`src/sv/circle_pair_collision_defines.svh`:
```
// Assertion macros shared by the circle pair collision RTL.
`ifndef CIRCLE_PAIR_COLLISION_DEFINES_SVH
`define CIRCLE_PAIR_COLLISION_DEFINES_SVH

// Plain property checked at every rising clock edge outside reset.
`define CCOL_ASSERT(lbl, prop, msg) \
    lbl: assert property (@(posedge clk) disable iff (!rst_n) (prop)) else $error(msg);

// Same-cycle implication checked outside reset.
`define CCOL_IMPLY(lbl, ante, cons, msg) \
    lbl: assert property (@(posedge clk) disable iff (!rst_n) (ante) |-> (cons)) \
        else $error(msg);

`endif

```
`src/sv/ccol_pkg.sv`:
```
// Package with widths and transfer types of the circle pair collision block.
`timescale 1ns / 1ps
package ccol_pkg;

    localparam int COORD_BITS  = 20;
    localparam int RADIUS_BITS = COORD_BITS - 2;
    localparam int SUM_BITS    = COORD_BITS - 1;
    localparam int MID_DEPTH   = 4;
    localparam int OUT_DEPTH   = 2;

    typedef struct packed {
        logic signed [COORD_BITS-1:0]  first_x;
        logic signed [COORD_BITS-1:0]  first_y;
        logic        [RADIUS_BITS-1:0] first_radius;
        logic signed [COORD_BITS-1:0]  second_x;
        logic signed [COORD_BITS-1:0]  second_y;
        logic        [RADIUS_BITS-1:0] second_radius;
    } ccol_in_t;

    typedef struct packed {
        logic                         overlapping;
        logic signed [COORD_BITS-1:0] push_x;
        logic signed [COORD_BITS-1:0] push_y;
        logic                         centres_coincide;
    } ccol_out_t;

    typedef struct packed {
        logic                near;
        logic                coincide;
        logic                sx;
        logic                sy;
        logic [SUM_BITS-1:0] ax;
        logic [SUM_BITS-1:0] ay;
        logic [SUM_BITS-1:0] rsum;
    } ccol_item_t;

endpackage

```
`src/sv/ccol_front.sv`:
```
// Front stage: takes circle pairs and reduces them to offsets and a radius sum.
`timescale 1ns / 1ps
module ccol_front
    import ccol_pkg::*;
(
    input  logic       clk,
    input  logic       rst_n,
    input  logic       push,
    input  ccol_in_t   pair,
    output logic       full,
    output ccol_item_t item,
    output logic       item_push,
    input  logic       item_full
);

    logic                   valid_reg, valid_next;
    ccol_item_t             item_reg, item_next;
    logic signed [COORD_BITS:0] dx;
    logic signed [COORD_BITS:0] dy;
    logic [COORD_BITS:0]    ndx;
    logic [COORD_BITS:0]    ndy;
    logic [COORD_BITS-1:0]  ax;
    logic [COORD_BITS-1:0]  ay;
    logic [SUM_BITS-1:0]    rsum;
    logic                   take;

    assign full      = valid_reg && item_full;
    assign take      = push && !full;
    assign item_push = valid_reg && !item_full;
    assign item      = item_reg;

    always_comb
    begin
        dx   = {pair.first_x[COORD_BITS-1], pair.first_x}
             - {pair.second_x[COORD_BITS-1], pair.second_x};
        dy   = {pair.first_y[COORD_BITS-1], pair.first_y}
             - {pair.second_y[COORD_BITS-1], pair.second_y};
        ndx  = -dx;
        ndy  = -dy;
        ax   = dx[COORD_BITS] ? ndx[COORD_BITS-1:0] : dx[COORD_BITS-1:0];
        ay   = dy[COORD_BITS] ? ndy[COORD_BITS-1:0] : dy[COORD_BITS-1:0];
        rsum = {1'b0, pair.first_radius} + {1'b0, pair.second_radius};
        item_next.near     = (ax <= {1'b0, rsum}) && (ay <= {1'b0, rsum});
        item_next.coincide = (dx == '0) && (dy == '0);
        item_next.sx       = dx[COORD_BITS];
        item_next.sy       = dy[COORD_BITS];
        item_next.ax       = ax[SUM_BITS-1:0];
        item_next.ay       = ay[SUM_BITS-1:0];
        item_next.rsum     = rsum;
        valid_next         = take || (valid_reg && item_full);
    end

    always_ff @(posedge clk or negedge rst_n)
    begin
        if (!rst_n)
        begin
            valid_reg <= 1'b0;
        end
        else
        begin
            valid_reg <= valid_next;
        end
    end

    always_ff @(posedge clk)
    begin
        if (take)
        begin
            item_reg <= item_next;
        end
    end

endmodule

```
`config.mk`:
```
export PLATFORM = sky130hd
export DESIGN_NAME = ccol_front
export DESIGN_NICKNAME = d
export VERILOG_FILES = /design/src/sv/circle_pair_collision_defines.svh /design/src/sv/ccol_pkg.sv /design/src/sv/ccol_front.sv
export SDC_FILE = /design/constraint.sdc
export NUM_CORES = 1
export LEC_CHECK = 0
export ABC_CLOCK_PERIOD_IN_PS = 8600
export BUFFER_PORTS_ARGS = -buffer_cell sky130_fd_sc_hd__buf_2
export CAP_MARGIN = 10
export CORE_MARGIN = 2
export CORE_UTILIZATION = 50
export DETAILED_ROUTE_END_ITERATION = 12
export PLACE_DENSITY = 0.83
export REMOVE_ABC_BUFFERS = 1
export SLEW_MARGIN = 20
export SYNTH_ARGS = -nofsm -noshare
export SYNTH_HDL_FRONTEND = slang
export SYNTH_SLANG_ARGS = --single-unit
```
`constraint.sdc`:
```
create_clock -name clk -period 8.6 [get_ports clk]
set_input_delay 0.86 -clock clk [delete_from_list [all_inputs] [get_ports clk]]
set_output_delay 0.86 -clock clk [all_outputs]
set_load 0.01 [all_outputs]
```
# --- Word-level counts from Yosys, hierarchy flattened ---
# Index checks and enable logic that the tools add are counted.
totals:
  register_bits: 62
  latchBits: 0
  mem_bits_rw: 0
  mem_bits_ro: 0
  inputBits: 120
  out_inout_bits: 63
  elab_cells: 27
  memories: 0
op_classes:
  addsub: 5
  n_mul: 0
  div_mod_pow: 0
  n_lt_le_gt_ge: 2
  n_eq_ne: 0
  shift: 0
  muxes: 2
  n_bitwise: 0
  reduce_logical: 10
ops:
  columns: ["op", "count"]
  rows:
  - ["$logic_not A21 Y1", 2]
  - ["$sub A20 B20 Y21", 2]
  - ["$le A20 B19 Y1", 2]
  - ["$mux W20", 2]
  - ["$neg A20 Y20", 2]
  - ["$add A18 B18 Y19", 1]
  - ["$logic_and A1 B1 Y1", 5]
  - ["$logic_not A1 Y1", 2]
  - ["$logic_or A1 B1 Y1", 1]

# --- Depth between registers and ports, before layout ---
# Gate-level depths: netlist (run 1).
depth:
  word_depth: 5
  depth_mapped: 23
  depth_no_buf: 23

# --- Least setup slack after synthesis (run 1) ---
# Ideal clock, no wire load.
synth_timing:
  path_kind: "input to register"
  start: "input pair[96] (netlist name)"
  end: "register item_reg (netlist bit item[60]), data pin"
  setup_time_ps: 170
  arrival_ps: 5059
  required_time_ps: 8430
  path_slack_ps: 3372
  path_stages: 21
  n_path_buf: 0
  path_cell_list: "inv_1 > ha_1 > fa_1 > nand2b_1 > a21oi_1 > o21a_1 > o21ai_0 > a2111oi_0 > nor2_1 > nor3_1 > a21oi_1 > xor2_1 > ha_1 > nand2_1 > o21ai_0 > a2111oi_0 > o211ai_1 > a21oi_1 > a211oi_1 > a211o_1 > nor4_2"
synth_lines:
  columns: ["item", "line_no", "rtl"]
  rows:
  - ["start, declared", "ccol_front.sv:9", "input ccol_in_t pair,"]
  - ["end signal, assigned", "ccol_front.sv:69", "item_reg <= item_next;"]
  - ["end, declared", "ccol_front.sv:17", "ccol_item_t item_reg, item_next;"]

==> results of run 1 <==
==> report_power, final <==
part	internal, mW	switching [mW]
registers	0.398	0.0138
clock network	0.219	0.125
logic	0.302	0.436
==> path summary, 6_finish.rpt <==
| path | start | endpoint | slack (ns) | cells after the start |
|---|---|---|---|---|
| setup / recovery | pair[38] | item[60] | 2.89 | 21 |
| hold / removal | rst_n | valid_reg | 0.29 | 1 |
| setup reg to reg | valid_reg | item[24] | 6.92 | 3 |
| hold reg to reg | valid_reg | valid_reg | 0.68 | 2 |
| max in group asynchronous | rst_n | valid_reg | 8.22 | 1 |
| min in group clk | valid_reg | valid_reg | 0.68 | 2 |
==> cell usage after synthesis, drive strengths merged, types with 9 or more instances <==
library cell  count  area share, %
nand3            17            1.2
xor2             33            4.1
nor2b            10           0.89
o211ai           11            1.2
nand4            12            1.1
or2               9           0.80
xnor2            48            6.0
a21o             16            1.7
a21oi            80            5.8
o21a             13            1.4
inv              75            4.0
o21ai            38            2.7
a211oi           15            1.8
nand2            56            3.0
ha               98             17
and3              9           0.80
clkbuf           12           0.66
nor2             60            3.2
edfxtp           61             26
nor3             22            1.6
==> per-layer routing <==
metal  up-vias  GRT usage, %  wire length (um)
met5         -             0                 0
met4         0          9.05               464
met3        38          3.67              1110
met2       234          37.5              7880
met1      2940          30.3              7770
li1       3314             -                 -
==> through the flow <==
step | instance area (um2) | utilization (%) | hold WS [ns] | instances | power (mW)
floorplan | 6920 | - | 0.564 | 786 | 0.941
global placement | 8070 | 58.6 | 0.636 | 1149 | 1.13
detailed placement | 8070 | 58.6 | 0.636 | 1149 | 1.14
CTS | 8350 | 60.6 | 0.288 | 1164 | 1.49
global route | 8350 | 60.6 | 0.284 | 1164 | 1.60
finish | 8350 | 60.6 | 0.293 | 1164 | 1.49
==> critical path: cells and delay by family <==
kind                       cells  cell delay [ns]
xor gates and xnor gates       1             0.21
adders and majority gates      3             0.90
AOI/OAI and AO/OA             11             2.73
and+or+nand+nor                5             1.08
buffers and inverters          1             0.10
==> logic make-up after synthesis <==
logic type                 after synthesis
xor gates and xnor gates                81
buffers and inverters                   94
adders and majority gates              101
DFF                                     62
and+or+nand+nor                        237
muxes                                    2
AOI/OAI and AO/OA                      228
==> cell type report <==
class	count	area (um2)	area share (%)
Inverter	75	282	3.37
Sequential cell	62	1860	22.2
Clock buffer	9	225	2.70
Multi-Input combinational cell	649	4790	57.4
Tap cell	180	225	2.70
Timing Repair Buffer	183	918	11.0
Clock inverter	6	53.8	0.644
==> flow_metrics.env, run 1 <==
export IMPL_outcome="finished, final reports clean"
export IMPL_gp_congestion=0.946
export IMPL_grt_ovfl_total=0
export IMPL_port_buffers=182
export IMPL_cts_setup_buffers=0
export IMPL_startpoint_type="input pin"
export IMPL_routed_via_density=5.61
export IMPL_muxShareOfSynthArea_pct=0.285
export IMPL_dieArea_um2=15000
export IMPL_synth_edf_count=61
export IMPL_die_w_um=122
export IMPL_worst_setup_path_type="input pin to flop"
export IMPL_die_h_um=122
export IMPL_cpMostUsedCell="a21oi_1"
export IMPL_arrival_ns=5.88
export IMPL_crit_required_ns=8.76
export IMPL_clock_latency_ns=0.33
export IMPL_rsz0062_at_grt="no"
export IMPL_drive_gt1_share_pct=23.2
export IMPL_maxSlewHeadroom_pct=48.1
export IMPL_grt_max_degree=62
export IMPL_final_cell_mix="buf_2, ha_1, a21oi_1"
export IMPL_synthFlopType="edfxtp_1"
export IMPL_finalSetupTns_ns=0
export IMPL_synthArstFlopShare_pct=1.61
export IMPL_synth_warnings=0
export IMPL_drc=0
export IMPL_fin_crit_ns=5.71
export IMPL_crit_chain="buf_2 -> ha_1 -> fa_1 -> nand2b_1 -> a21oi_1 -> o21a_1 -> o21ai_0 -> a2111oi_0 -> nor2_1 -> nor3_1 -> a21oi_1 -> xor2_1 -> ha_1 -> nand2_1 -> o21ai_0 -> a2111oi_0 -> o211ai_1 -> a21oi_1 -> a211oi_1 -> a211o_1 -> nor4_2"
export IMPL_synthXorXnorAreaFrac_pct=10.1
export IMPL_largest_reg_flops=61
export IMPL_grt_pass1_vias=5904
export IMPL_post_cts_resized=0
export IMPL_htree_num_levels=3
export IMPL_cp_end_kind="flop"
export IMPL_tightest_slew_ns=0.778
export IMPL_drt_antenna_violating_nets=0
export IMPL_hpwl_mm=14.2
export IMPL_synth_area_um2=7020
export IMPL_drt_iter0_drc=457
export IMPL_cts_tree="yes"
export IMPL_place_ws_ns=2.58
export IMPL_clkTransAtPathRegs_ns=0.05
export IMPL_nets=1201
export IMPL_synth_compound_area_share_pct=22.2
export IMPL_fin_crit_sh_pct=66.4
export IMPL_fillers=1222
export IMPL_leakagePower_nw=3.85
export IMPL_ios=183
export IMPL_max_freq_mhz=175
export IMPL_cts_sinks=62
export IMPL_final_common_cell="buf_2"
export IMPL_cpPeakStageDelay_ns=0.70
export IMPL_setup_ws_ns=2.89
export IMPL_power_density_nw_per_um2=179
export IMPL_drv_slew=0
export IMPL_finalHoldViolations=0
export IMPL_ys_seq_area_share_pct=26.4
export IMPL_cts_buffers=9
export IMPL_worstHoldPathType="input pin to async pin"
export IMPL_antenna_found_initial=0
export IMPL_drv_cap=0
export IMPL_ys_seq_elements=62
export IMPL_syn_avg_cell_area_um2=8.72
export IMPL_vdd_ir_drop_max_mv=0.107
export IMPL_synth_simple_gate_area_share_pct=17.2
export IMPL_num_rows=43
export IMPL_via_count=6526
export IMPL_initial_utilization_pct=51.0
export IMPL_setup_violations=0
export IMPL_synth_fa_ha_area_share_pct=18.3
export IMPL_synth_cell_types=77
export IMPL_slowest_stage="a2111oi_0"
export IMPL_antenna_cells=0
export IMPL_dr_pass1_iters=7
export IMPL_wl_per_cell_um=14.8
export IMPL_drt_total_wl_mm=17.2
export IMPL_grt_pass1_wl_mm=27.6
export IMPL_worst_path_max_fanout=5
export IMPL_core_um2=13800
export IMPL_clock_skew_ns=0.00312
export IMPL_postSynthCellCount=805
export IMPL_clk_path_buf_depth=2
export IMPL_synth_top_family_by_area="compound AO/OA/AOI/OAI gates"
export IMPL_area_delta_synth_final_pct=19.0
export IMPL_grt_usage_pct=22.9
export IMPL_root_buffer="clkbuf_16"
export IMPL_ctsHoldBuffers=0
Note: power is estimated with default switching activity, not from simulation.
==> inputs of run 2 (changes only) <==
Settings changed: ABC_AREA set to 1, ABC_CLOCK_PERIOD_IN_PS 8600 to 4800, PLACE_DENSITY 0.83 to 0.86.
Clock period 8.6 ns to 4.8 ns, I/O delays scaled along.
==> flow_metrics.env, run 2 <==
export IMPL_ys_top_cells_by_area="edfxtp_1, ha_1, nand2_1"
export IMPL_via_count=7580
export IMPL_vdd_ir_drop_max_mv=0.178
export IMPL_grt_pass1_wl_mm=31.7
export IMPL_ff2ff_path_depth=4
export IMPL_drive_gt1_share_pct=19.2
export IMPL_worst_r2r_setup_slack_ns=2.67
export IMPL_routed_via_density=5.18
export IMPL_clkTransAtPathRegs_ns=0.06
export IMPL_synthArstFlopShare_pct=1.61
export IMPL_worstReg2RegStart="valid_reg"
export IMPL_area_delta_synth_final_pct=20.0
export IMPL_synth_top_family_by_area="simple AND/OR/NAND/NOR gates"
export IMPL_setup_violations=0
export IMPL_drc=0
export IMPL_muxShareOfSynthArea_pct=0
export IMPL_drv_slew=0
export IMPL_cpMostUsedCell="nand2_1"
export IMPL_crit_start="pair[38]"
export IMPL_nets=1495
export IMPL_grt_usage_pct=24.2
export IMPL_outcome="finished, final reports clean"
export IMPL_largest_reg_flops=61
export IMPL_num_rows=44
export IMPL_ys_top_cells_by_count="nand2_1, inv_1, ha_1, a21oi_1, nor2_1"
export IMPL_startpoint_type="input pin"
export IMPL_crit_required_ns=4.90
export IMPL_postSynthCellCount=1081
export IMPL_synth_warnings=0
export IMPL_synthMostInstantiatedCell="nand2_1"
export IMPL_wl_per_cell_um=13.0
export IMPL_ys_seq_elements=62
export IMPL_ys_seq_area_share_pct=25.1
export IMPL_maxSlewHeadroom_pct=36.8
export IMPL_htree_num_levels=3
export IMPL_fillers=1286
export IMPL_p_int_mw=1.69
export IMPL_cpPeakStageDelay_ns=0.43
export IMPL_dr_pass1_iters=5
export IMPL_syn_avg_cell_area_um2=6.85
export IMPL_initial_utilization_pct=51.1
export IMPL_finalHoldViolations=0
export IMPL_fin_crit_ns=4.07
export IMPL_power_density_nw_per_um2=321
export IMPL_netlist_area_leader_share_pct=24.7
export IMPL_ios=183
export IMPL_power_mw=2.85
export IMPL_dieArea_um2=15800
export IMPL_die_w_um=126
export IMPL_synth_cell_types=39
export IMPL_drt_antenna_violating_nets=0
export IMPL_cts_buffers=9
export IMPL_leakagePower_nw=4.96
export IMPL_fin_crit_sh_pct=84.7
export IMPL_hpwl_mm=16.1
export IMPL_cts_sinks=62
export IMPL_slowest_stage="fa_1"
export IMPL_antenna_found_initial=0
export IMPL_post_cts_resized=0
export IMPL_max_freq_mhz=246
export IMPL_arrival_ns=4.16
export IMPL_tightest_slew_ns=0.946
export IMPL_grt_max_degree=33
export IMPL_finalSetupTns_ns=0
export IMPL_switching_share_pct=40.8
export IMPL_final_cell_mix="nand2_1, inv_1, buf_2"
export IMPL_gp_congestion=0.916
export IMPL_root_buffer="clkbuf_16"
export IMPL_p_seq_share_pct=25.9
export IMPL_drt_total_wl_mm=19.0
export IMPL_power_frac_clock_pct=24.6
export IMPL_drv_cap=0
export IMPL_p_comb_share_pct=49.5
export IMPL_synth_edf_count=61
export IMPL_cp_end_kind="flop"
export IMPL_grt_ovfl_total=0
export IMPL_worst_path_max_fanout=13
export IMPL_synth_fa_ha_area_share_pct=17.4
export IMPL_synth_area_um2=7400
export IMPL_grt_pass1_vias=7156
export IMPL_drt_iter0_drc=530
export IMPL_rsz0062_at_grt="no"
export IMPL_p_sw_mw=1.16
export IMPL_core_um2=14500
export IMPL_clk_path_buf_depth=2
export IMPL_clock_skew_ns=0.00354
export IMPL_synth_compound_area_share_pct=8.96
export IMPL_synthXorXnorAreaFrac_pct=6.02
export IMPL_cts_tree="yes"
export IMPL_port_buffers=182
export IMPL_crit_path_end="item[60]"
export IMPL_synthFlopType="edfxtp_1"
export IMPL_synth_top_area_cell="edfxtp_1"
export IMPL_antenna_cells=0
export IMPL_timing_rr_end="item[58]"
export IMPL_clock_latency_ns=0.34
export IMPL_worstHoldPathType="input pin to flop"
export IMPL_die_h_um=126
export IMPL_final_common_cell="nand2_1"
export IMPL_synth_simple_gate_area_share_pct=31.4
export IMPL_worst_setup_path_type="input pin to flop"
==> run 2: cell type report <==
type	instances	area, um2	area share, %
multi-input cells	801	4730	53.3
flip-flops and latches	62	1860	20.9
repair buffers	184	928	10.5
inverters	216	811	9.13
well taps	184	230	2.59
clock buffers	9	225	2.54
clock inverters	7	98.8	1.11
==> run 2: worst min-delay path by stage <==
stage | start | to | cells after the start
2_1_floorplan | rst_n | valid_reg | 0
3_3_place_gp | rst_n | valid_reg | 1
3_5_place_dp | rst_n | valid_reg | 1
4_1_cts | push | valid_reg | 3
5_1_grt | push | valid_reg | 3
6_report | push | valid_reg | 3
==> run 2: routing by layer <==
layer	vias up	GRT usage (%)	routed length, um
li1	3876	-	-
met1	3368	29.8	8190
met2	286	42.4	9060
met3	50	3.78	1170
met4	0	9.87	620
met5	-	0	0
==> run 2: cells by family after synthesis <==
family | Yosys count
xor gates and xnor gates | 50
AOI/OAI and AO/OA | 121
DFF | 62
buffers and inverters | 218
adders and majority gates | 101
and+or+nand+nor | 529
==> run 2: what timing repair did <==
item | CTS | global route
hold buffers | 1 | 0
setup buffers | 0 | 0
hold endpoints to repair | 1 | 0
==> run 2: through the flow <==
step	hold WS [ns]	cell area, um2	util (%)	std cells	worst slack [ns]
5_1_grt	0.406	8880	61.3	1463	0.400
3_3_place_gp	0.254	8550	59.0	1446	0.668
2_1_floorplan	0.184	7390	-	1079	1.04
6_report	0.383	8880	61.3	1463	0.733
4_1_cts	0.381	8880	61.3	1463	0.813
3_5_place_dp	0.256	8550	59.0	1446	0.508
==> run 2: power by group through the flow <==
stage	sequential [mW]	clock, mW	combinational [mW]
global route	0.742	0.731	1.59
global placement	0.747	0	1.33
finish	0.737	0.702	1.41
detailed placement	0.747	0	1.38
floorplan	0.782	0	0.947
CTS	0.737	0.707	1.40
==> run 2: worst max-delay path, delay by kind of cell <==
| family | cells | cell delay [ns] |
|---|---|---|
| AND/OR/NAND/NOR | 20 | 1.94 |
| adder cells (fa/ha/maj) | 3 | 0.95 |
| buffers and inverters | 5 | 0.51 |
| AO/OA/AOI/OAI | 1 | 0.15 |
| XOR/XNOR | 1 | 0.14 |
