==> config.mk <==
export PLATFORM = sky130hd
export DESIGN_NAME = ccol_fifo
export DESIGN_NICKNAME = d
export VERILOG_FILES = /design/src/sv/ccol_pkg.sv /design/src/sv/ccol_fifo.sv
export VERILOG_INCLUDE_DIRS = /design/src /design/src/sv
export SDC_FILE = /design/constraint.sdc
export NUM_CORES = 1
export LEC_CHECK = 0
export BUFFER_PORTS_ARGS = -buffer_cell sky130_fd_sc_hd__buf_2
export CORE_MARGIN = 4
export CORE_UTILIZATION = 55
export CTS_BUF_LIST = sky130_fd_sc_hd__clkbuf_2 sky130_fd_sc_hd__clkbuf_4 sky130_fd_sc_hd__clkbuf_8
export DETAILED_ROUTE_END_ITERATION = 6
export PLACE_DENSITY = 0.77
export SLEW_MARGIN = 10
export SYNTH_ARGS = -nofsm -noshare
export SYNTH_HDL_FRONTEND = slang
export SYNTH_SLANG_ARGS = --single-unit
==> constraint.sdc <==
create_clock -name clk -period 3 [get_ports clk]
set_input_delay 0.9 -clock clk [delete_from_list [all_inputs] [get_ports clk]]
set_output_delay 0.9 -clock clk [all_outputs]
set_load 0.05 [all_outputs]
==> src/sv/circle_pair_collision_defines.svh <==
// Assertion macros shared by the circle pair collision RTL.
`ifndef CIRCLE_PAIR_COLLISION_DEFINES_SVH
`define CIRCLE_PAIR_COLLISION_DEFINES_SVH

// Plain property checked at every rising clock edge outside reset.
`define CCOL_ASSERT(lbl, prop, msg) \
    lbl: assert property (@(posedge clk) disable iff (!rst_n) (prop)) else $error(msg);

// Same-cycle implication checked outside reset.
`define CCOL_IMPLY(lbl, ante, cons, msg) \
    lbl: assert property (@(posedge clk) disable iff (!rst_n) (ante) |-> (cons)) \
        else $error(msg);

`endif

==> src/sv/ccol_pkg.sv <==
// Package with widths and transfer types of the circle pair collision block.
`timescale 1ns / 1ps
package ccol_pkg;

    localparam int COORD_BITS  = 20;
    localparam int RADIUS_BITS = COORD_BITS - 2;
    localparam int SUM_BITS    = COORD_BITS - 1;
    localparam int MID_DEPTH   = 4;
    localparam int OUT_DEPTH   = 2;

    typedef struct packed {
        logic signed [COORD_BITS-1:0]  first_x;
        logic signed [COORD_BITS-1:0]  first_y;
        logic        [RADIUS_BITS-1:0] first_radius;
        logic signed [COORD_BITS-1:0]  second_x;
        logic signed [COORD_BITS-1:0]  second_y;
        logic        [RADIUS_BITS-1:0] second_radius;
    } ccol_in_t;

    typedef struct packed {
        logic                         overlapping;
        logic signed [COORD_BITS-1:0] push_x;
        logic signed [COORD_BITS-1:0] push_y;
        logic                         centres_coincide;
    } ccol_out_t;

    typedef struct packed {
        logic                near;
        logic                coincide;
        logic                sx;
        logic                sy;
        logic [SUM_BITS-1:0] ax;
        logic [SUM_BITS-1:0] ay;
        logic [SUM_BITS-1:0] rsum;
    } ccol_item_t;

endpackage

==> src/sv/ccol_fifo.sv <==
// Small flip-flop queue used between the front, the back and the result port.
`timescale 1ns / 1ps
`include "circle_pair_collision_defines.svh"
module ccol_fifo
    import ccol_pkg::*;
#(
    parameter int  DEPTH  = MID_DEPTH,
    parameter type item_t = ccol_item_t
) (
    input  logic  clk,
    input  logic  rst_n,
    input  logic  push,
    input  item_t wdata,
    output logic  full,
    input  logic  pop,
    output item_t rdata,
    output logic  empty
);

    localparam int AW = (DEPTH > 1) ? $clog2(DEPTH) : 1;
    localparam int CW = $clog2(DEPTH + 1);

    item_t         mem_reg [DEPTH];
    logic [AW-1:0] wr_ptr_reg, wr_ptr_next;
    logic [AW-1:0] rd_ptr_reg, rd_ptr_next;
    logic [CW-1:0] count_reg, count_next;
    logic          do_push;
    logic          do_pop;

    assign full    = (count_reg == CW'(DEPTH));
    assign empty   = (count_reg == '0);
    assign do_push = push && !full;
    assign do_pop  = pop && !empty;
    assign rdata   = mem_reg[rd_ptr_reg];

    always_comb
    begin
        wr_ptr_next = wr_ptr_reg;
        rd_ptr_next = rd_ptr_reg;
        count_next  = count_reg;
        if (do_push)
        begin
            wr_ptr_next = (wr_ptr_reg == AW'(DEPTH - 1)) ? '0 : wr_ptr_reg + 1'b1;
        end
        if (do_pop)
        begin
            rd_ptr_next = (rd_ptr_reg == AW'(DEPTH - 1)) ? '0 : rd_ptr_reg + 1'b1;
        end
        case ({do_push, do_pop})
            2'b10:   count_next = count_reg + 1'b1;
            2'b01:   count_next = count_reg - 1'b1;
            default: count_next = count_reg;
        endcase
    end

    always_ff @(posedge clk or negedge rst_n)
    begin
        if (!rst_n)
        begin
            wr_ptr_reg <= '0;
            rd_ptr_reg <= '0;
            count_reg  <= '0;
        end
        else
        begin
            wr_ptr_reg <= wr_ptr_next;
            rd_ptr_reg <= rd_ptr_next;
            count_reg  <= count_next;
        end
    end

    always_ff @(posedge clk)
    begin
        if (do_push)
        begin
            mem_reg[wr_ptr_reg] <= wdata;
        end
    end

    `CCOL_ASSERT(a_count_bound, count_reg <= CW'(DEPTH), "queue count exceeds depth")
    `CCOL_IMPLY(a_pop_moves, do_pop && !do_push, ##1 count_reg == $past(count_reg) - 1'b1,
        "pop without push did not lower the count")

endmodule

== After elaboration in Yosys (flattened, before gate mapping) ==
Memories as Yosys holds them, arrays and structs flattened.
Cells that the tools add are included.

* Register bits: 7
* RAM bits: 244
* Input port bits: 65
* Word-level logic and storage cells: 24
* Memories: 1

* $add $sub $neg: 4
* Equality and inequality tests: 5
* Mux-type cells: 5
* Reduce and logical (&&, ||, !) cells: 6

{| class="wikitable"
|+ Memory list
! name !! words !! bits a word !! rd ports !! clocked after Yosys merged registers in !! write ports !! RTL line !! text
|-
| mem_reg || 4 || 61 || 1 || 0 || 1 || ccol_fifo.sv:23 || <nowiki>item_t mem_reg [DEPTH];</nowiki>
|}

{| class="wikitable"
|+ Operator list
! cell !! count
|-
| 2-bit equality test (second input constant) || 3
|-
| 3-bit case mux with 2 select lines || 1
|-
| 2-bit by 1-bit adder with 2-bit output (second input constant) || 2
|-
| 2-bit two-way mux || 2
|-
| 3-bit by 1-bit adder with 3-bit output (second input constant) || 1
|-
| 3-bit equality test (second input constant) || 1
|-
| 3-bit logical NOT || 1
|-
| 3-bit by 1-bit subtractor with 3-bit output (second input constant) || 1
|-
| 2-bit by 1-bit equality test with 1-bit output (second input constant) || 1
|-
| 1-bit logical AND || 2
|-
| 1-bit logical NOT || 2
|-
| 1-bit two-way mux || 2
|-
| 2-bit nonzero test || 1
|}

== Depth between registers and ports, before layout ==
Gate-level depths: netlist of run 1.

* Depth after elaboration: 5
* Depth in mapped cells: 9

== Least setup slack after synthesis of run 1 ==
Ideal clock, no wire load.

* Path type: in2reg
* Start point: input push
* End point: memory mem_reg[0][0] (netlist name), enable pin
* Arrival: 2600 ps
* Path slack: -26 ps
* Stages on the path: 2
* Path through: nor2b_2 > and2_1

* Cells in the longest elaborated chain, start to end: 3

{| class="wikitable"
|+ RTL lines
! element !! RTL line !! text
|-
| start, declared || ccol_fifo.sv:12 || <nowiki>input logic push,</nowiki>
|-
| 1-bit logical AND || ccol_fifo.sv:32 || <nowiki>assign do_push = push && !full;</nowiki>
|-
| 1-bit two-way mux || ccol_fifo.sv:74 || <nowiki>if (do_push)</nowiki>
|-
| 1-bit two-way mux (not written as such) || ccol_fifo.sv:76 || <nowiki>mem_reg[wr_ptr_reg] <= wdata;</nowiki>
|-
| end, declared || ccol_fifo.sv:23 ||
|}

No other way between the ends.

==> summary.txt, run 1 <==
Run status
  – Status: completed

Global routing
  – Total GRT Usage: 17.9%
  – Vias in the first global route: 4744
  – Gr busiest metal: met2
  – Largest net degree at the start of global routing: 52
  – Initial antenna violation count: 2
  – GR Layer Usage met1: 23.6%
  – Met2 Use GR: 28.1%
  – GRT overflow: 0
  – Met3 Use GR: roughly 7.0%
  – First-pass GRT wire length: 26400 µm

Yosys
  – Largest family of logic cells by synthesized area: multiplexers
  – Adder-cell share of the synthesized area: approximately 1.0%
  – Syn Inst Count: ~360
  – Syn Std Cell Area: 9330 µm²
  – Yosys top cell by area: edfxtp_1
  – Syn_area_per_cell: 26.0 µm²
  – Yosys cell types: 20
  – Synth Area in XOR/XNOR: 0.282%
  – Asr flop ratio synth: ~2.8%
  – Post-synth net total: 431
  – Main synth FF type: edfxtp_1
  – Synth area leaders: edfxtp_1 (79%), mux4_2 (14%), dfrtp_1 (1.9%), buf_12 (1.3%), mux4_1 (0.85%)
  – Register area share after synthesis: 80.5%
  – Simple-gate portion of the synthesized area: 0.738%
  – Synth top area share: between 70% and 80%
  – Synthesis warning total: 0
  – Post-synthesis compound-gate area fraction: 0%
  – Seq cells post-synth: between 200 and 300
  – EDFF count, synth: roughly 240
  – Post-synthesis mux area share: 15.4%

Die
  – Ports: 128
  – Die W: 138 µm
  – Core footprint: 16600 µm²
  – Starting Density: 56.2%
  – # rows: between 40 and 50
  – Die Y: 138 µm
  – Die area: 19100 µm²

Layout
  – Fin area: 11200 µm²
  – Post-Layout Cell Count: 779
  – Area Growth Syn to Fin: 20.4%
  – Share of layout cells above drive strength 1: 48.7%
  – Final core occ: 67.7%
  – Most frequent cells in the layout: edfxtp_1 (244), buf_2 (99), mux4_2 (58)
  – Max reg flops: 244
  – Post-layout nets: 608
  – Diodes inserted: 0
  – Fillers: 1072
  – Commonest non-fill, non-tap cell in the layout: edfxtp_1

Timing
  – Max-slew headroom: a little over two thirds
  – Crit path time final: 2.92 ns
  – Final Cycle Share: between 90% and 100%
  – Final setup violation count: 0
  – PnR worst setup slack: 0.0786 ns
  – Slew Viols, Final: 0
  – Slew @ Worst Pin: 0.459 ns
  – Skew final: between 0.015 and 0.02 ns
  – Hold Vio Cnt, Final: 0
  – Maximum clock rate: around 340 MHz
  – Unrepaired setup endpoints after global routing: true

CTS
  – Clock latency at the later pin of the worst-skew pair: approximately 0.52 ns
  – Longest Clk Path Bufs: 3
  – Clock buffer count from CTS: 40
  – CTS tree: built
  – H-tree Lvls: 2
  – Clk root buf: clkbuf_8
  – Cts hold-fix bufs: 0
  – Clk slew on worst S/H paths: approximately 0.06 ns
  – TritonCTS Sinks: 251

Placed design
  – Placed wire-length estimate: 10300 µm
  – Dpl ws: 0.386 ns
  – I/O Buffers: 127
  – Dpl cell area: ~10000 µm²
  – Dpl cells: 706
  – RePlAce Congestion: 0.709

Power and ir drop
  – LEAKAGE: 3.94 nW
  – VDD IR-drop max: 719 µV
  – Final Power: 12.8 mW
  – Pwr dens: between 1000 and 1500 nW/µm²

Worst hold path
  – Min-Delay Path Class: input pin to async pin

Setup path
  – Req. time, crit path: 2.10 ns
  – RR Endpoint: count_reg[2]$_DFFE_PN0P_
  – R2R cell count: 9
  – Crit Path Category: flip-flop to output pin
  – Crit path max fanout: 10
  – CP max stage delay: 0.50 ns
  – Slowest cell on crit path: mux4_2
  – Crit-path cells: bufbuf_16, mux4_2, buf_2
  – Worst R2R Setup Slack: 0.93 ns
  – Crit end category: output pin
  – Worst setup SP type: flip-flop
  – WP data arrival: 2.02 ns
  – RR Startpoint: count_reg[0]$_DFFE_PN0P_

Detailed routing
  – Routed len/inst: 21.1 µm
  – 1st-iter DRT viols: between 200 and 300
  – Post-route ant nets: 0
  – Via count: 4259
  – WL final: 16500 µm
  – Routed vias/inst: 5.47
  – Initial DRT Pass Iterations: 4
  – Residual DRC: 0

Job
  – Max-cap violations: 0
## cell type report
| type | count | area [µm²] | share of cell area, % |
|---|---|---|---|
| Multi-Input combinational cell | 87 | 1640 | 14.6 |
| Inverter | 7 | 26.3 | 0.234 |
| Clock buffer | 48 | 617 | 5.50 |
| Clock inverter | 17 | 95.1 | 0.847 |
| Tap cell | 220 | 275 | 2.45 |
| Sequential cell | 251 | 7510 | 66.9 |
| Timing Repair Buffer | 149 | 1060 | 9.46 |
## critical path, delay by kind of cell, from the launching register on
family   cells  cell delay, ns
buf+inv      2            0.54
flops        1            0.47
mux          1            0.50
## how the worst max path moves through the flow
| stage | start | end | slack [ns] | cells after the start |
|---|---|---|---|---|
| after detailed placement | rd_ptr_reg[0]$_DFFE_PN0P_ | rdata[48] | 0.39 | 3 |
| after global placement | rd_ptr_reg[0]$_DFFE_PN0P_ | rdata[51] | 0.37 | 3 |
| after CTS | rd_ptr_reg[0]$_DFFE_PN0P_ | rdata[55] | 0.002 | 4 |
| after global routing | rd_ptr_reg[0]$_DFFE_PN0P_ | rdata[46] | -0.01 | 4 |
| final | rd_ptr_reg[0]$_DFFE_PN0P_ | rdata[42] | 0.08 | 3 |
| after floorplan | count_reg[0]$_DFFE_PN0P_ | count_reg[2]$_DFFE_PN0P_ | 0.28 | 9 |
## metal layers
layer  share of wire (%)  vias to the layer above  wire, µm
met3                 8.8                       32      1450
met5                0.17                        -        28
met1                  40                     2176      6550
li1                    -                     1881         -
met4                 2.0                        4       331
met2                  49                      166      8120
## stage by stage
step | hold WS (ns) | TNS (ns)
2_1_floorplan | 0.454 | 0
3_3_place_gp | 0.470 | 0
3_5_place_dp | 0.491 | 0
4_1_cts | 0.168 | 0
5_1_grt | 0.171 | -0.0515
6_report | 0.209 | 0
## cell usage after synthesis, types with 2 or more instances
cell        n
buf_12      6
mux4_2     58
mux2_2      4
nor2_1      3
edfxtp_1  244
buf_2       7
ha_1        6
inv_1       7
xor2_1      2
dfrtp_1     7
and2_1      4
mux4_1      3
## report_power, final
part	internal, mW	switching (mW)
logic	1.92	3.47
clock network	1.43	1.17
registers	4.64	0.204
total	7.99	4.84
## logic make-up after synthesis
family / after synthesis
xor gates and xnor gates: 3
adders and majority gates: 7
muxes: 66
DFF: 251
buffers and inverters: 21
and+or+nand+nor: 11
## repair_timing
action / in CTS / in global routing
cloned: 1 / 0
setup buffers: 7 / 0
gates resized for setup: 4 / 59
pin swaps: 0 / 0
setup endpoints to repair: 49 / 32
(Power assumes the default switching activity.)
==> run 2: changes to the inputs <==
MAX_ROUTING_LAYER = met4   (was unset)
==> run 2 against run 1 <==
  * Global-route usage up 0.55 points
  * Largest cell class unchanged
  * Clock power is essentially flat
  * Sequential share of layout area is 0.089 points lower
  * First-iteration DRC count shrank 0.71%
  * Worst hold slack barely moved
  * Setup slack hardly changed
  * Critical endpoint unchanged
  * Sequential power hardly changed
==> summary.txt, run 2 (synthesis gave the netlist of run 1 again) <==
Timing
  – Slew @ Worst Pin: 0.457 ns (was 0.459 ns)
  – Slew Viols, Final: 0 (unchanged)
  – Final setup violation count: 0 (unchanged)
  – Hold Vio Cnt, Final: 0 (unchanged)
  – Skew final: 0.0171 ns (was 0.0158 ns)
  – Crit path time final: 2.92 ns (about the same)
  – Max-slew headroom: 69.5% (was 69.4%)
  – PnR worst setup slack: 0.0787 ns (was 0.0786 ns)
  – Final Cycle Share: 97.4% (about the same)
  – Maximum clock rate: 342 MHz (about the same)
  – Unrepaired setup endpoints after global routing: true (unchanged)

Die
  – Core footprint: 16600 µm² (unchanged)
  – Die W: 138 µm (unchanged)
  – Die area: 19100 µm² (unchanged)
  – # rows: 47 (unchanged)
  – Ports: 128 (unchanged)
  – Starting Density: 56.2% (unchanged)
  – Die Y: 138 µm (unchanged)

Setup path
  – Crit Path Category: flip-flop to output pin (unchanged)
  – Crit-path cells: bufbuf_16, mux4_2, buf_2 (unchanged)
  – CP top delay family: buffers and inverters (unchanged)
  – Bufs and invs on worst path: 2 (unchanged)
  – Worst setup SP type: flip-flop (unchanged)
  – Crit end category: output pin (unchanged)
  – CP max stage delay: 0.50 ns (about the same)
  – Slowest cell on crit path: mux4_2 (unchanged)
  – Crit path max fanout: 10 (unchanged)
  – Req. time, crit path: 2.10 ns (about the same)
  – WP data arrival: 2.02 ns (about the same)

CTS
  – TritonCTS Sinks: 251 (unchanged)
  – CTS tree: built (unchanged)
  – H-tree Lvls: 2 (unchanged)
  – Clk slew on worst S/H paths: 0.06 ns (about the same)
  – Longest Clk Path Bufs: 3 (unchanged)
  – Cts hold-fix bufs: 0 (unchanged)
  – Clock buffer count from CTS: 40 (unchanged)
  – Clock latency at the later pin of the worst-skew pair: 0.52 ns (about the same)
  – Clk root buf: clkbuf_8 (unchanged)

Layout
  – Commonest non-fill, non-tap cell in the layout: edfxtp_1 (unchanged)
  – Area Growth Syn to Fin: 20.5% (was 20.4%)
  – Most frequent cells in the layout: edfxtp_1 (244), buf_2 (96), mux4_2 (58) (was edfxtp_1 (244), buf_2 (99), mux4_2 (58))
  – Share of layout cells above drive strength 1: 48.7% (unchanged)
  – Post-layout nets: 608 (unchanged)
  – Max reg flops: 244 (unchanged)

Placed design
  – RePlAce Congestion: 0.717 (was 0.709)
  – Dpl ws: 0.386 ns (unchanged)
  – Placed wire-length estimate: 10300 µm (unchanged)
  – I/O Buffers: 127 (unchanged)

Power and ir drop
  – Net Switching: 4.84 mW (about the same)
  – VDD IR-drop max: 718 µV (was 719 µV)
  – Final Power: 12.8 mW (about the same)
  – Combinational power share: 42.1% (was 42.0%)
  – Clk pwr share: 20.2% (was 20.3%)
  – Sequential Power Share: 37.7% (about the same)
  – Pwr dens: 1140 nW/µm² (about the same)
  – Int Power: 8.00 mW (was 7.99 mW)
  – Net Sw Frac: 37.7% (was 37.8%)
  – LEAKAGE: 3.95 nW (was 3.94 nW)

Job
  – Max-cap violations: 0 (unchanged)

Detailed routing
  – Initial DRT Pass Iterations: 4 (unchanged)
  – Routed vias/inst: 5.43 (was 5.47)
  – WL final: 16500 µm (about the same)
  – 1st-iter DRT viols: 279 (was 281)
  – Residual DRC: 0 (unchanged)
  – Post-route ant nets: 0 (unchanged)
  – Via count: 4247 (was 4259)
  – Routed len/inst: 21.0 µm (was 21.1 µm)

Global routing
  – GRT overflow: 0 (unchanged)
  – Vias in the first global route: 4776 (was 4744)
  – Initial antenna violation count: 2 (unchanged)
  – Total GRT Usage: 18.4% (was 17.9%)
  – First-pass GRT wire length: 26300 µm (was 26400 µm)
  – Largest net degree at the start of global routing: 52 (unchanged)

Run status
  – Status: completed (unchanged)

Worst hold path
  – Min-Delay Path Class: input pin to async pin (unchanged)
[run 2: cell count changes in the layout (fill, tap and decap cells not counted), sizes merged]
| cell | previous run | this run |
|---|---|---|
| diode | 0 | 3 |
[run 2: power by group through the flow]
stage | sequential (mW) | combinational [mW] | clock (mW)
finish | 4.84 | 5.41 | 2.60
floorplan | 4.82 | 4.01 | 0
CTS | 4.85 | 5.27 | 2.68
global route | 4.90 | 5.68 | 2.86
global placement | 4.92 | 4.95 | 0
detailed placement | 4.97 | 4.99 | 0
[run 2: final cells by class]
class,count,area [µm²]
flip-flops and latches,251,7510
fillers,1070,5350
multi-input cells,87,1640
repair buffers,149,1070
clock buffers,48,617
well taps,220,275
clock inverters,17,95.1
inverters,7,26.3
diodes,3,7.51
[run 2: path summary, 6_finish.rpt]
| check | from | to | slack [ns] | depth (start not counted) |
|---|---|---|---|---|
| min in group clk | count_reg[2]$_DFFE_PN0P_ | count_reg[2]$_DFFE_PN0P_ | 0.50 | 1 |
| hold reg to reg | count_reg[2]$_DFFE_PN0P_ | count_reg[2]$_DFFE_PN0P_ | 0.50 | 1 |
| setup reg to reg | count_reg[0]$_DFFE_PN0P_ | count_reg[2]$_DFFE_PN0P_ | 0.95 | 9 |
| max in group asynchronous | rst_n | rd_ptr_reg[0]$_DFFE_PN0P_ | 2.60 | 1 |
| setup / recovery | rd_ptr_reg[0]$_DFFE_PN0P_ | rdata[42] | 0.08 | 3 |
| hold / removal | rst_n | count_reg[2]$_DFFE_PN0P_ | 0.21 | 1 |
[run 2: metal layers]
layer	global-route usage (%)	part of all wire, %	up-vias	wire [µm]
met2	28.2	49	159	8050
li1	-	-	1888	-
met3	6.42	8.3	28	1370
met5	-	0	-	0
met1	23.9	41	2172	6710
met4	5.20	2.0	0	333
[run 2: per-stage QoR]
step	hold slack [ns]	std cells	TNS (ns)	util [%]	instance area, µm²
6_report	0.208	782	0	67.8	11200
2_1_floorplan	0.454	359	0	-	9330
3_3_place_gp	0.470	706	0	62.0	10300
3_5_place_dp	0.491	706	0	62.0	10300
5_1_grt	0.171	781	-0.0397	67.8	11200
4_1_cts	0.168	779	0	67.1	11100
[run 2: repair_timing]
item                                    CTS  global route
setup buffers                             7             0
cloned                                    1             0
endpoints found under the setup margin   49            35
resized for setup                         4            65
[run 2: worst reg2reg max path: stages, from the launching register on]
cell,delay (ns)
dfrtp_1,0.43
nor3b_2,0.29
nor2b_2,0.13
inv_1,0.09
ha_1,0.20
inv_1,0.07
fa_1,0.37
xor2_1,0.15
nor2_1,0.12
xor2_1,0.14
==> run 3: changes to the inputs <==
BUFFER_PORTS_ARGS = unset   (was -buffer_cell sky130_fd_sc_hd__buf_2)
DONT_BUFFER_PORTS = 1   (was unset)
PLACE_DENSITY = 0.7   (was 0.77)
==> run 3 against run 2 <==
  * Count of clock-buffer cells in the layout increased by 7
  * Fmax decreased by 0.65%
  * Worst hold slack got worse by 0.13 ns
  * Sequential cell count unchanged
  * Utilization decreased by 4.4 points
  * Via count decreased by 11%
  * First-iteration DRC count decreased by 26%
  * Clock skew decreased by 0.0019 ns
  * Sequential share of layout area increased by 4.7 points
  * Cell count decreased by 16%
  * Critical endpoint is now rdata[15]
  * Largest cell class unchanged
  * Highest routed layer unchanged
==> summary.txt, run 3 (synthesis gave the netlist of run 1 again) <==
Timing
  – Maximum clock rate: 340 MHz (was 342 MHz)
  – Crit path time final: 2.94 ns (was 2.92 ns)
  – Final setup violation count: 0 (unchanged)
  – Final Cycle Share: 98.0% (was 97.4%)
  – Slew @ Worst Pin: 0.529 ns (was 0.457 ns)
  – Hold Vio Cnt, Final: 0 (unchanged)
  – Skew final: 0.0152 ns (was 0.0171 ns)
  – Max-slew headroom: 64.7% (was 69.5%)
  – Unrepaired setup endpoints after global routing: true (unchanged)
  – Slew Viols, Final: 0 (unchanged)

Die
  – # rows: 47 (unchanged)
  – Die Y: 138 µm (unchanged)
  – Ports: 128 (unchanged)
  – Die W: 138 µm (unchanged)
  – Core footprint: 16600 µm² (unchanged)
  – Starting Density: 56.2% (unchanged)
  – Die area: 19100 µm² (unchanged)

Layout
  – Commonest non-fill, non-tap cell in the layout: edfxtp_1 (unchanged)
  – Fin area: 10500 µm² (was 11200 µm²)
  – Diodes inserted: 0 (was 3)
  – Fillers: 1134 (was 1070)
  – Most frequent cells in the layout: edfxtp_1 (244), mux4_2 (58), clkbuf_8 (43) (was edfxtp_1 (244), buf_2 (96), mux4_2 (58))
  – Area Growth Syn to Fin: 12.6% (was 20.5%)
  – Max reg flops: 244 (unchanged)
  – Multi-input gate area: 1650 µm² (was 1640 µm²)
  – Post-layout nets: 478 (was 608)
  – Post-Layout Cell Count: 658 (was 782)
  – Share of layout cells above drive strength 1: 35.2% (was 48.7%)
  – FF+latch area: 7510 µm² (about the same)

CTS
  – Setup Buffers After CTS: 0 (was 7)
  – CTS tree: built (unchanged)
  – Cts hold-fix bufs: 0 (unchanged)
  – H-tree Lvls: 2 (unchanged)
  – Clock latency at the later pin of the worst-skew pair: 0.52 ns (about the same)
  – Longest Clk Path Bufs: 3 (unchanged)
  – Clock buffer count from CTS: 40 (unchanged)
  – Clk slew on worst S/H paths: 0.06 ns (about the same)
  – Clk root buf: clkbuf_8 (unchanged)
  – TritonCTS Sinks: 251 (unchanged)

Setup path
  – Bufs and invs on worst path: 1 (was 2)
  – Worst setup SP type: flip-flop (unchanged)
  – Crit Path Category: flip-flop to output pin (unchanged)
  – CP max stage delay: 0.69 ns (was 0.50 ns)
  – WP data arrival: 2.04 ns (was 2.02 ns)
  – Crit path max fanout: 16 (was 10)
  – CP top delay family: multiplexers (was buffers and inverters)
  – Req. time, crit path: 2.10 ns (about the same)
  – Worst R2R Setup Slack: 0.82 ns (was 0.95 ns)
  – Slowest cell on crit path: mux4_2 (unchanged)
  – R2R cell count: 10 (was 9)
  – Crit-path cells: bufbuf_16, mux4_2 (was bufbuf_16, mux4_2, buf_2)
  – Crit end category: output pin (unchanged)
  – RR Endpoint: count_reg[2]$_DFFE_PN0P_ (unchanged)
  – RR Startpoint: count_reg[0]$_DFFE_PN0P_ (unchanged)

Global routing
  – GRT overflow: 0 (unchanged)
  – Vias in the first global route: 4181 (was 4776)
  – Total GRT Usage: 17.7% (was 18.4%)
  – Initial antenna violation count: 0 (was 2)
  – Largest net degree at the start of global routing: 37 (was 52)
  – First-pass GRT wire length: 24700 µm (was 26300 µm)

Detailed routing
  – Initial DRT Pass Iterations: 4 (unchanged)
  – WL final: 16100 µm (was 16500 µm)
  – Routed vias/inst: 5.74 (was 5.43)
  – Via count: 3774 (was 4247)
  – 1st-iter DRT viols: 207 (was 279)
  – Routed len/inst: 24.4 µm (was 21.0 µm)
  – Post-route ant nets: 0 (unchanged)
  – Residual DRC: 0 (unchanged)

Run status
  – Status: completed (unchanged)

Job
  – Max-cap violations: 0 (unchanged)

Placed design
  – Placed wire-length estimate: 9680 µm (was 10300 µm)
  – RePlAce Congestion: 0.692 (was 0.717)
  – Dpl cells: 583 (was 706)
  – I/O Buffers: 0 (was 127)
  – Dpl cell area: 9660 µm² (was 10300 µm²)

Worst hold path
  – Min-Delay Path Class: input pin to async pin (unchanged)
[run 3: changes by cell type in the layout (fill, tap and decap cells not counted), moves of 2 or more]
cell,previous run,this run
buf_12,9,5
clkbuf_8,41,43
clkinvlp_4,0,2
diode_2,3,0
buf_6,9,0
buf_4,33,12
buf_2,96,0
clkbuf_4,7,12
clkinv_1,12,10
clkinv_2,4,6
[run 3: worst max-delay path by stage]
stage | startpoint | end | slack [ns] | depth (start not counted)
3_3_place_gp | rd_ptr_reg[0]$_DFFE_PN0P_ | rdata[1] | 0.56 | 3
2_1_floorplan | count_reg[0]$_DFFE_PN0P_ | count_reg[2]$_DFFE_PN0P_ | 0.28 | 9
4_1_cts | rd_ptr_reg[0]$_DFFE_PN0P_ | rdata[33] | -0.004 | 2
5_1_grt | rd_ptr_reg[0]$_DFFE_PN0P_ | rdata[14] | -0.02 | 2
3_5_place_dp | rd_ptr_reg[0]$_DFFE_PN0P_ | rdata[1] | 0.54 | 3
6_report | rd_ptr_reg[0]$_DFFE_PN0P_ | rdata[15] | 0.06 | 2
[run 3: layout make-up]
cell class / count / share of cell area, %
sequential: 251 / 71.5
tap: 220 / 2.62
multi-input combinational: 87 / 15.7
clock inverter: 19 / 1.07
clock buffer: 55 / 6.49
inverter: 7 / 0.250
timing repair buffer: 19 / 2.38
[run 3: layer usage]
| metal | global-route usage, % | vias up | wire length, µm |
|---|---|---|---|
| met5 | - | - | 0 |
| met4 | 5.25 | 0 | 209 |
| met3 | 8.84 | 23 | 1780 |
| met2 | 28.3 | 142 | 8340 |
| met1 | 19.7 | 1977 | 5740 |
| li1 | - | 1632 | - |
[run 3: timing repair]
item	CTS	global route
setup endpoints to repair	3	38
cloned	1	0
gates resized for setup	1	1
[run 3: stage by stage]
stage	TNS, ns	utilization (%)	hold slack, ns	setup slack [ns]
final	0	63.3	0.0759	0.0596
after global routing	-0.437	63.3	0.0338	-0.0236
after CTS	-0.00680	63.3	0.0346	-0.00355
after detailed placement	0	58.3	0.526	0.544
after global placement	0	58.3	0.493	0.563
after floorplan	0	-	0.454	0.276
[run 3: worst reg2reg max path, delay by kind of cell (launching register included)]
kind          cells  cell delay (ns)
xor+xnor          2             0.31
fa+ha+maj         2             0.55
simple gates      3             0.45
buf+inv           3             0.35
flops             1             0.44
Power of run 3 is not shown: default switching activity piles up to over one toggle a cycle in this logic, so the estimate is an artifact.
